`src/rtl/core/nfm_ram.sv`:
```
// Generic single-clock RAM: one write port, one read port, registered read.
// No dependencies.
module nfm_ram #(
   parameter int WIDTH = 8,
   parameter int DEPTH = 16
) (
   input  logic                     clock,
   input  logic                     wr_en,
   input  logic [$clog2(DEPTH)-1:0] wr_addr,
   input  logic [WIDTH-1:0]         wr_data,
   input  logic                     rd_en,
   input  logic [$clog2(DEPTH)-1:0] rd_addr,
   output logic [WIDTH-1:0]         rd_data
);

   logic [WIDTH-1:0] mem [DEPTH];
   logic [WIDTH-1:0] rd_data_ff;

   always_ff @(posedge clock) begin
      if (wr_en) begin
         mem[wr_addr] <= wr_data;
      end
      // output holds until the next read
      if (rd_en) begin
         rd_data_ff <= mem[rd_addr];
      end
   end

   assign rd_data = rd_data_ff;

endmodule

```
`config.mk`:
```
export PLATFORM = sky130hd
export DESIGN_NAME = nfm_ram
export DESIGN_NICKNAME = d
export VERILOG_FILES = /design/src/rtl/core/nfm_ram.sv
export SDC_FILE = /design/constraint.sdc
export NUM_CORES = 1
export LEC_CHECK = 0
export BUFFER_PORTS_ARGS = -buffer_cell sky130_fd_sc_hd__buf_2
export CAP_MARGIN = 10
export CORE_UTILIZATION = 50
export DETAILED_ROUTE_END_ITERATION = 10
export GPL_TIMING_DRIVEN = 0
export PLACE_DENSITY = 0.64
export SLEW_MARGIN = 20
export SYNTH_ARGS = -nofsm -noshare
export SYNTH_HDL_FRONTEND = slang
export SYNTH_SLANG_ARGS = --single-unit
```
`constraint.sdc`:
```
create_clock -name clock -period 4.7 [get_ports clock]
set_input_delay 0.235 -clock clock [delete_from_list [all_inputs] [get_ports clock]]
set_output_delay 0.235 -clock clock [all_outputs]
set_load 0.02 [all_outputs]
```
==> metrics.md <==
| Metric | Value |
|---|---|
| Status | `completed` |
| Clk_skew | `between 0.006 and 0.007 ns` |
| Max-Cap Viols | `0` |
| Reg clk slew, reported paths | `0.06 ns` |
| Synth Warn # | `0` |
| Total CTS buffers | `17` |
| VDD IR-drop max | `roughly 0.21 mV` |
| FMAX | `between 0.6 and 0.7 GHz` |
| Finished Layout Cells | `419` |
| I/O pin total | `27` |
| Max clock buf depth | `2` |
| Top sig layer | `met4` |
| Post-DR wirelength/cell | `between 20 and 25 um` |
| HP Class | `in2reg` |
| Switching Fraction | `18.90%` |
| Worst hold slack | `0.04568 ns` |
| Fin worst setup slack | `about 3.2 ns` |
| Worst Tran Pin Value | `around 0.8 ns` |
| RSZ-0062 raised after global routing | `no` |
| Mapped cell area | `5228 um^2` |
| Site Rows | `36` |
| Setup tns final | `0 ns` |
| Worst skew pair latency | `~0.52 ns` |
| Cells after DPL | `around 390` |
| DRT Pass-1 Iters | `4` |
| Cell variety after synth | `18` |
| Vias per cell | `roughly 5.6` |
| # hold bufs at CTS | `0` |
| DP Wirelength | `about 5900 um` |
| Clk sinks | `136` |
| Final nets | `approximately 290` |
| Synth Register Bits | `approximately 140` |
| Synthesized area per cell | `roughly 23 um^2` |
| Initial antenna violation count | `0` |
| Crit Path Category | `reg2reg` |
| Reg-to-Reg Start | `mem[4][0]$_DFFE_PP_` |
| Die area | `~11000 um^2` |
| Worst-path maximum fanout | `1` |
| Comb pwr share | `4.5%` |
| Clock network power share | `roughly 49%` |
| Gr usage total | `a little under a fifth` |
| Layout cell share with drive strength beyond 1 | `between 30 and 40%` |
| Seq pwr share | `46.7%` |
| Final slew viol count | `0` |
| Sequential-to-total area share from yosys stat | `between 70 and 80%` |
| Final Hold Viols | `0` |
| Grt ovf | `0` |
| Via count | `roughly 2.3k` |
| TritonCTS clock tree | `built` |
| Area growth syn-to-layout | `18.33%` |
| Met3 Wirelength | `around 470 um` |
| Syn nets | `248` |
| IO buf count | `25` |
| Worst slack, placed | `approximately 2.7 ns` |
| Detail Route met2 WL | `between 4000 and 5000 um` |
| Commonest non-fill, non-tap cell in the layout | `edfxtp_1` |
| Post-CTS sizing | `0` |
| Largest net degree at the start of global routing | `17` |
| Global placement routability congestion | `0.6847` |
| Die Y | `104.3 um` |
| HP Start | `rd_en` |
| Tcrit/Tclk final | `between 30% and 40%` |
| Worst slew margin | `roughly 45%` |
| CP startpoint kind | `register` |
| Leakage | `2.063 nW` |
| Arrival @ worst endpoint | `around 1.8 ns` |
| Power per standard cell area | `between 400 and 500 nW/um^2` |
| Worst Setup SP | `mem[4][0]$_DFFE_PP_` |
| Final Setup Violations | `0` |
| Vias in the first global route | `between 2k and 2.5k` |
| Commonest non-fill, non-tap cells in the layout | `edfxtp_1 (136), buf_2 (28), mux4_2 (18), a22oi_1 (16), clkbuf_16 (16)` |
| Core ar. | `9955 um^2` |
| DRC Markers | `0` |
| Post-route ant nets | `0` |
| Initial core utilization | `between 50% and 60%` |
| P_int | `~2.4 mW` |
| Detailed Route WL | `roughly 9400 um` |
| Fill count | `slightly below 700` |
| CTS H-tree depth | `4` |
| Cell count after synthesis | `roughly 230` |
| Setup bufs post-CTS | `0` |
| Pwr Total | `between 2 and 3 mW` |
| Die Wd | `around 100 um` |
| First-pass GRT wire length | `14220 um` |
| Critical path required time | `slightly below 5 ns` |
| Initial DRC count | `about 170` |
| Switch Pwr | `around 0.56 mW` |
| Fin crit period | `~1.5 ns` |
| CP endpoint kind | `register` |
| # diodes | `0` |
| WL met1 | `around 4400 um` |
| CTS root buf | `clkbuf_8` |
## Yosys cell counts (all sizes together)
library cell / number / area share, %
nand3: 1 / 0.096
nand3b: 2 / 0.29
nor3: 4 / 0.38
nor2: 13 / 0.93
and2b: 1 / 0.14
a22oi: 16 / 2.3
nand2: 9 / 0.65
or3b: 1 / 0.17
and2: 1 / 0.12
mux4: 32 / 15
edfxtp: 136 / 78
nor2b: 1 / 0.12
buf: 7 / 1.1
clkdlybuf4s25: 3 / 0.57
nand2b: 2 / 0.24
## worst max-delay path, cell delays in order (launching register included)
cell and delay [ns]:
edfxtp_1 0.36, mux4_1 0.55, a22oi_1 0.26, nand2_1 0.11
## flip-flops by register name, summed over array words and instances (netlist names)
signal	flops
rd_data	8
mem	128
## worst paths after layout
kind	end	slack, ns	depth (start not counted)
min reg2reg	rd_data[2]$_DFFE_PP_	0.77	3
min	rd_data[4]$_DFFE_PP_	0.05	1
max	rd_data[0]$_DFFE_PP_	3.18	3
max reg2reg	rd_data[0]$_DFFE_PP_	3.18	3
## area by class of cell
| type | instances | area, um^2 | share of cell area (%) |
|---|---|---|---|
| buffer | 10 | 86.33 | 1.396 |
| sequential | 136 | 4084 | 66.02 |
| tap | 133 | 166.4 | 2.690 |
| clock inverter | 14 | 229.0 | 3.701 |
| multi-input combinational | 83 | 1077 | 17.42 |
| timing repair buffer | 25 | 125.1 | 2.023 |
| clock buffer | 18 | 417.9 | 6.756 |
## layer usage
metal  global-route usage (%)  vias up
met2                    27.29       57
met1                    28.36     1201
met4                    6.735        0
met5                        0        -
li1                         -     1070
met3                    5.702       10
## per-stage QoR
step	utilization, %	cell area [um^2]
6_report	62.14	6186
5_1_grt	62.14	6186
4_1_cts	62.14	6186
3_5_place_dp	55.64	5539
3_3_place_gp	55.44	5519
2_1_floorplan	-	5228
## cell families (layout without fill, tap and decap cells)
logic type / Yosys count / count (layout) / share of synthesized area, %
flops: 136 / 136 / 78.12
simple gates: 35 / 35 / 3.136
mux: 32 / 32 / 14.79
compound gates: 16 / 16 / 2.298
buf+inv: 10 / 67 / 1.651
## power groups by stage
stage	clock network, mW	registers [mW]	logic [mW]
6_report	1.43	1.37	0.133
5_1_grt	1.50	1.37	0.144
4_1_cts	1.45	1.37	0.136
3_5_place_dp	0	1.40	0.135
3_3_place_gp	0	1.40	0.132
2_1_floorplan	0	1.40	0.0690
Note: power is estimated with default switching activity, not from simulation.
