<file path="config.mk">
export PLATFORM = sky130hd
export DESIGN_NAME = nfm_tag_vote
export DESIGN_NICKNAME = d
export VERILOG_FILES = /design/src/rtl/core/nfm_pkg.sv /design/src/rtl/core/nfm_tag_vote.sv
export SDC_FILE = /design/constraint.sdc
export NUM_CORES = 1
export LEC_CHECK = 0
export ABC_AREA = 1
export BUFFER_PORTS_ARGS = -buffer_cell sky130_fd_sc_hd__buf_2
export CAP_MARGIN = 20
export CORE_UTILIZATION = 32
export DETAILED_ROUTE_END_ITERATION = 6
export GPL_TIMING_DRIVEN = 0
export PLACE_DENSITY = 0.61
export RECOVER_POWER = 50
export SKIP_LAST_GASP = 1
export SLEW_MARGIN = 20
export SYNTH_ARGS = -nofsm -noshare
export SYNTH_HDL_FRONTEND = slang
export SYNTH_SLANG_ARGS = --single-unit
</file>
<file path="constraint.sdc">
create_clock -name vclk -period 5.6
set_input_delay 0.56 -clock vclk [all_inputs]
set_output_delay 0.56 -clock vclk [all_outputs]
set_load 0.05 [all_outputs]
</file>
<file path="src/rtl/core/nfm_pkg.sv">
// Shared types and constants for the flash translation map builder.
// No dependencies; compile first.
package nfm_pkg;

   localparam int MAX_BLOCKS = 1024;
   localparam int ADDR_W     = $clog2(MAX_BLOCKS);

   localparam int TAG_W     = 16;
   localparam int LOG_W     = 10;
   localparam int PHYS_W    = 10;
   localparam int COUNT_W   = 11;
   localparam int REQ_W     = 2;
   localparam int OUTCOME_W = 3;

   localparam logic [TAG_W-1:0] TAG_ALL_ONES = 16'hFFFF;

   localparam logic [REQ_W-1:0] REQ_CLEAR  = 2'd0;
   localparam logic [REQ_W-1:0] REQ_SCAN   = 2'd1;
   localparam logic [REQ_W-1:0] REQ_LOOKUP = 2'd2;

   localparam logic [OUTCOME_W-1:0] OUT_NONE   = 3'd0;
   localparam logic [OUTCOME_W-1:0] OUT_MAPPED = 3'd1;
   localparam logic [OUTCOME_W-1:0] OUT_DUP    = 3'd2;
   localparam logic [OUTCOME_W-1:0] OUT_FREE   = 3'd3;
   localparam logic [OUTCOME_W-1:0] OUT_LOOKUP = 3'd4;

   localparam logic [COUNT_W-1:0] BLOCK_COUNT_RESET = 11'd1024;

   // Result of voting the three tag copies.
   typedef struct packed {
      logic             valid;
      logic [LOG_W-1:0] logical;
   } tag_dec_type;

endpackage

</file>
<file path="src/rtl/core/nfm_tag_vote.sv">
// Tag voter: picks the first agreeing pair of copies and checks the winner.
// Depends on nfm_pkg.
module nfm_tag_vote (
   input  logic                       read_ok,
   input  logic [nfm_pkg::TAG_W-1:0]  tag_a,
   input  logic [nfm_pkg::TAG_W-1:0]  tag_b,
   input  logic [nfm_pkg::TAG_W-1:0]  tag_c,
   output nfm_pkg::tag_dec_type       dec
);
   import nfm_pkg::*;

   logic [TAG_W-1:0] winner;
   logic             agree;

   always_comb begin
      winner = tag_c;
      agree  = 1'b1;
      if (tag_a == tag_b) begin
         winner = tag_a;
      end else if (tag_b == tag_c) begin
         winner = tag_b;
      end else if (tag_c != tag_a) begin
         agree = 1'b0;
      end
      // odd parity or erased (all ones) tags are rejected
      dec.valid   = read_ok && agree && (winner != TAG_ALL_ONES) && !(^winner);
      dec.logical = winner[LOG_W:1];
   end

endmodule

</file>
==> implementation parameters, run 1 <==
Parameter                              Value

Power
  LEAKAGE    1.226 nW
  Clk network pwr share    0
  Switching power total    0.00007952 W
  Internal power consumption    0.00005095 W
  VDD IR max    0.02922 mV
  Switching share of total power    0.6095
  Relative contribution of combinational cells to total power    1.000
  Power density relative to cell area    76.68 nW/um2
  Proportion of power drawn by flip-flops and latches    0

GRT
  Number of global-route vias before repair    1339
  Total routing usage reported by global routing    0.1467
  Maximum number of pins on one net before global-route repair    11
  Initial antenna violation count    0
  Global-route wire length before repair    5.347 mm
  Total congestion overflow after global routing    0

Layout
  Post-layout nets    419
  Most common library cell in the layout ignoring fill and taps    sky130_fd_sc_hd__nand2_1
  Commonest cells after routing, fill and taps aside    sky130_fd_sc_hd__nand2_1, sky130_fd_sc_hd__inv_1, sky130_fd_sc_hd__buf_2
  Fraction of final layout cells sized beyond drive strength 1    0.1944
  FF+latch area    0 um2
  Layout-stage area growth over the synthesis result    26.51%
  Flip-flop and latch count    0
  Post-route design area    1702 um2
  Clock Buffer Count    0
  Multi-input combinational cell area    1090 um2
  Number of fill cells in the layout    480
  Antenna Cells    0

STA
  Unrepaired setup endpoints after global routing    false
  Final total negative setup slack    0 ns
  Shortest period the worst path allows    3.423 ns
  Final Setup Violations    0
  Slew headroom    0.6056
  Timing-limited maximum frequency    0.2921 GHz
  Worst hold margin    1.614 ns
  Final hold violations    0
  Actual transition at the worst max-transition pin    0.5941 ns
  Slew Limit Fails    0
  Portion of the clock cycle consumed by the worst path in the final layout    0.6113

Synthesis
  Dominant combinational cell family by area after synthesis    simple AND/OR/NAND/NOR gates
  Synth Area in Compound Gates    0.08744
  Synth warnings    0
  Share of synthesized cell area in and, or, nand and nor gates    0.5767
  Summed instance area of the synthesized netlist    1345 um2
  Gate Count Post-Synth    300
  Average footprint of a synthesized cell    4.483 um2
  Multiplexer area fraction after synthesis    0
  Adder and majority cell fraction of the synthesized area    0.07442
  Syn_nets    357
  Fraction of synthesized cell area in xor and xnor cells    0.07163
  Number of distinct standard cells referenced by the synthesized netlist    18
  Sequential fraction of the synthesis area    0

Status
  Run status    finished, final reports clean

Die
  Starting density of the core    0.3339
  Number of standard-cell rows in the floorplan    23
  Vertical die dimension    66.83 um
  Die width    66.83 um
  Die Footprint    4466 um2
  I/O pin total    60
  Placeable Area    4029 um2

Worst hold path
  Hold endpoint    dec[10]
  Worst Hold Path Cells    6
  Hold wc startpoint    read_ok
  HP Class    in2out

Clocking
  Post-CTS Hold Fix Bufs    0
  Buffers inserted during post-CTS setup optimization    0
  Post-cts repair resize count    0

Critical path
  Data arrival time of the critical path    2.86 ns
  Setup Crit Path Kind    in2out
  Critical Path End Type    primary output
  Worst-path maximum fanout    10
  Startpoint Class    primary input
  WP data required    5.04 ns

Detailed routing
  Vias    1722
  DRC viols    0
  Routed via count divided by cell count    4.200
  DRT iter0 DRCs    83
  ANT nets after route    0
  Length of the first detailed-routing pass in iterations    4
  WL per Instance    8.120 um
  Routed wire length    3.329 mm

Flow run
  Total of max-cap violations    0

Place
  Final HPWL from detailed placement    2.939 mm
  IO buf count    60
  Final weighted congestion of routability-driven global placement    0.7686
  Placement Cell Area    1708 um2
-- routing by layer --
layer  global-route usage  wire, um  vias to the layer above
li1                     -         -                      993
met3             0.003425       112                        0
met5                    0         0                        -
met1               0.2016      1669                      697
met2               0.2664      1546                       32
met4                    0         0                        0
-- final cells by class --
type / count / area share
Buffer: 3 / 0.01985
Inverter: 59 / 0.1301
Multi-Input combinational cell: 238 / 0.6404
Tap cell: 50 / 0.03676
Timing Repair Buffer: 60 / 0.1728
-- cells in the mapped netlist (all sizes together) --
cell    count  area (um2)
nand2     165       621.9
inv        59       221.5
nor2       29       113.9
o21ai      17       107.6
ha          8       100.1
xor2        7       61.31
xnor2       4       35.03
buf         3       33.78
a21oi       2       10.01
nand2b      2       12.51
nand3       2       15.01
nand4       2       12.51
-- critical path, cell delays in order --
cell                      delay [ns]
sky130_fd_sc_hd__buf_2          0.12
sky130_fd_sc_hd__xor2_1         0.15
sky130_fd_sc_hd__nor2_1         0.16
sky130_fd_sc_hd__nand2_1        0.08
sky130_fd_sc_hd__nor2_2         0.11
sky130_fd_sc_hd__nand2_2        0.12
sky130_fd_sc_hd__buf_6          0.17
sky130_fd_sc_hd__o21ai_1        0.11
sky130_fd_sc_hd__inv_1          0.07
sky130_fd_sc_hd__ha_1           0.32
sky130_fd_sc_hd__xnor2_1        0.18
sky130_fd_sc_hd__nand2_1        0.07
sky130_fd_sc_hd__nand2_1        0.08
sky130_fd_sc_hd__inv_1          0.04
sky130_fd_sc_hd__nand2_1        0.05
sky130_fd_sc_hd__nand2_1        0.05
sky130_fd_sc_hd__nor2_1         0.08
sky130_fd_sc_hd__nand2_1        0.07
sky130_fd_sc_hd__inv_1          0.04
sky130_fd_sc_hd__buf_2          0.24
-- worst max path at each step --
| stage | startpoint | end | slack, ns | cells after the start |
|---|---|---|---|---|
| 2_1_floorplan | tag_a[9] | dec[10] | 2.13 | 17 |
| 3_3_place_gp | tag_a[1] | dec[10] | 2.15 | 21 |
| 3_5_place_dp | tag_a[1] | dec[10] | 2.15 | 21 |
| 4_1_cts | tag_a[1] | dec[10] | 2.14 | 21 |
| 5_1_grt | tag_a[1] | dec[10] | 1.87 | 21 |
| 6_report | tag_b[2] | dec[10] | 2.18 | 20 |
-- through the flow --
step,cells,worst slack [ns],power (W),util
2_1_floorplan,300,2.131,0.00008874,-
3_3_place_gp,410,2.154,0.0001299,0.4239
3_5_place_dp,410,2.147,0.0001312,0.4239
4_1_cts,410,2.138,0.0001319,0.4239
5_1_grt,410,1.873,0.0001492,0.4224
6_report,410,2.177,0.0001305,0.4224
-- logic make-up after synthesis --
| group | Yosys count |
|---|---|
| xor+xnor | 11 |
| buf+inv | 62 |
| simple gates | 200 |
| compound gates | 19 |
| fa+ha+maj | 8 |
-- power by group through the flow --
| stage | Sequential, W | Combinational, W | Clock (W) |
|---|---|---|---|
| after floorplan | 0 | 0.0000887 | 0 |
| after global placement | 0 | 0.000130 | 0 |
| after detailed placement | 0 | 0.000131 | 0 |
| after CTS | 0 | 0.000132 | 0 |
| after global routing | 0 | 0.000149 | 0 |
| final | 0 | 0.000130 | 0 |
Note: power is estimated with default switching activity, not from simulation.
==> run 2: changes to the inputs <==
--- a/config.mk
+++ b/config.mk
@@ -11,7 +11,7 @@
 export CORE_UTILIZATION = 32
 export DETAILED_ROUTE_END_ITERATION = 6
 export GPL_TIMING_DRIVEN = 0
-export PLACE_DENSITY = 0.61
+export PLACE_DENSITY = 0.63
 export RECOVER_POWER = 50
 export SKIP_LAST_GASP = 1
 export SLEW_MARGIN = 20
==> constraint.sdc (replaced) <==
create_clock -name vclk -period 2.9
set_input_delay 0.29 -clock vclk [all_inputs]
set_output_delay 0.29 -clock vclk [all_outputs]
set_load 0.05 [all_outputs]
==> run 2 against run 1 <==
Compared with the run above: the flow now finishes with violations (setup timing); cell area rose by 18%; non-clock buffer count up 6; die area unchanged; combinational power rose by 140%; highest routed layer unchanged.
==> implementation parameters, run 2 (synthesis gave the netlist of run 1 again) <==
Parameter                              Value

Status
  Run status    finished with violations
  Violated checks    setup timing

Critical path
  Critical-path cell with the highest stage delay    sky130_fd_sc_hd__ha_4
  Setup Crit Path Kind    in2out
  Data arrival time of the critical path    2.67 ns
  Startpoint Class    primary input
  WP data required    2.61 ns
  Critical Path End Type    primary output
  Longest individual stage delay on the worst path    0.26 ns
  List of cells traversed by the critical path    buf_2 -> xor2_1 -> nor2_1 -> nand2_1 -> nor2_2 -> nand2_4 -> buf_12 -> nand2_1 -> o21ai_4 -> ha_4 -> xnor2_4 -> nand2b_4 -> nand2_1 -> nand2_1 -> nand2_1 -> nor2_1 -> nand2_1 -> inv_1 -> buf_6
  Cell repeated most along the worst path    sky130_fd_sc_hd__nand2_1
  Worst-path maximum fanout    10

GRT
  Met1 track demand over resource in global routing    0.2117
  Global-route wire length before repair    5.368 mm
  Number of global-route vias before repair    1344
  Maximum number of pins on one net before global-route repair    11
  Total congestion overflow after global routing    0
  GR Layer Usage met2    0.2689
  Initial antenna violation count    0
  Total routing usage reported by global routing    0.1516
  Peak-usage layer in the global routing report    met2
  Global-route met3 utilization    0.001712

Place
  Final weighted congestion of routability-driven global placement    0.8207
  Final HPWL from detailed placement    2.983 mm
  Instance count after placement with tap cells included    410
  IO buf count    60
  Placement Setup Slack    -0.06249 ns

Die
  Starting density of the core    0.3339
  Die width    66.83 um
  Number of standard-cell rows in the floorplan    23
  Die Footprint    4466 um2
  I/O pin total    60
  Placeable Area    4029 um2
  Vertical die dimension    66.83 um

Worst hold path
  Hold endpoint    dec[10]
  Worst Hold Path Cells    6
  Hold wc startpoint    read_ok
  HP Class    in2out

Detailed routing
  Routed via count divided by cell count    4.212
  Length of the first detailed-routing pass in iterations    4
  DRC viols    0
  ANT nets after route    0
  Routed wire length    3.738 mm
  DRT iter0 DRCs    80
  Vias    1752
  WL per Instance    8.986 um

Layout
  Clock Buffer Count    0
  Commonest cells after routing, fill and taps aside    sky130_fd_sc_hd__nand2_1, sky130_fd_sc_hd__buf_2, sky130_fd_sc_hd__inv_1
  Post-layout nets    425
  Flip-flop and latch count    0
  Layout-stage area growth over the synthesis result    49.58%
  Final standard cell utilization of the core    0.4994
  Count of placed standard cells in the final layout, fillers left out    416
  FF+latch area    0 um2
  Multi-input combinational cell area    1318 um2
  Antenna Cells    0
  Number of fill cells in the layout    427
  Most common library cell in the layout ignoring fill and taps    sky130_fd_sc_hd__nand2_1
  Fraction of final layout cells sized beyond drive strength 1    0.2923

STA
  Unrepaired setup endpoints after global routing    true
  Portion of the clock cycle consumed by the worst path in the final layout    1.022
  Slew headroom    0.6064
  Slew Limit Fails    0
  Actual transition at the worst max-transition pin    0.5929 ns
  Final Setup Violations    1
  Slack of the critical path    -0.06460 ns
  Timing-limited maximum frequency    0.3373 GHz
  Shortest period the worst path allows    2.965 ns
  Final hold violations    0

Power
  VDD IR max    0.07036 mV
  Internal power consumption    0.0001334 W
  Clk network pwr share    0
  Power density relative to cell area    155.9 nW/um2
  Switching share of total power    0.5747
  Switching power total    0.0001803 W
  Relative contribution of combinational cells to total power    1.000
  Proportion of power drawn by flip-flops and latches    0
  LEAKAGE    1.319 nW

Clocking
  Post-CTS Hold Fix Bufs    0

Flow run
  Total of max-cap violations    0
-- run 2: worst max-delay path by stage --
stage                         end     start  slack, ns  depth (start not counted)
after floorplan           dec[10]  tag_a[9]       0.02                         20
after global placement    dec[10]  tag_a[1]      -0.04                         21
after detailed placement  dec[10]  tag_a[1]      -0.06                         20
after CTS                 dec[10]  tag_a[1]       0.01                         20
after global routing      dec[10]  tag_b[2]      -0.20                         20
final                     dec[10]  tag_b[3]      -0.06                         19
-- run 2: layout make-up --
cell class,instances,share of cell area
tap,50,0.03109
multi-input combinational,238,0.6548
inverter,59,0.1101
timing repair buffer,66,0.1810
buffer,3,0.02301
-- run 2: critical path: cells and delay by family --
| family | cells | cell delay [ns] |
|---|---|---|
| buffers and inverters | 4 | 0.50 |
| adder cells (fa/ha/maj) | 1 | 0.26 |
| AND/OR/NAND/NOR | 11 | 1.17 |
| AO/OA/AOI/OAI | 1 | 0.08 |
| XOR/XNOR | 2 | 0.35 |
-- run 2: metrics by stage --
stage | setup TNS [ns] | hold slack (ns) | total power, W | area, um2
floorplan | 0 | 0.7739 | 0.0001757 | 1383
global placement | -0.03583 | 1.050 | 0.0002553 | 1745
detailed placement | -0.06249 | 1.045 | 0.0002583 | 1745
CTS | 0 | 1.036 | 0.0002594 | 1752
global route | -0.2025 | 1.118 | 0.0003515 | 2012
finish | -0.06460 | 1.092 | 0.0003137 | 2012
-- run 2: power groups by stage --
stage | Sequential, W | Clock [W] | Combinational (W)
3_5_place_dp | 0 | 0 | 0.000258
5_1_grt | 0 | 0 | 0.000351
2_1_floorplan | 0 | 0 | 0.000176
4_1_cts | 0 | 0 | 0.000259
3_3_place_gp | 0 | 0 | 0.000255
6_report | 0 | 0 | 0.000314
-- run 2: timing repair --
action,CTS,global route
endpoints found under the hold margin,0,0
pin swaps,0,11
buffers inserted,0,5
gates cloned,0,1
resized for setup,2,36
setup endpoints to repair,1,1
-- run 2: metal layers --
metal / wire [um] / share of wire
met1: 1840 / 0.49
met2: 1788 / 0.48
met3: 109 / 0.029
met4: 0 / 0
met5: 0 / 0
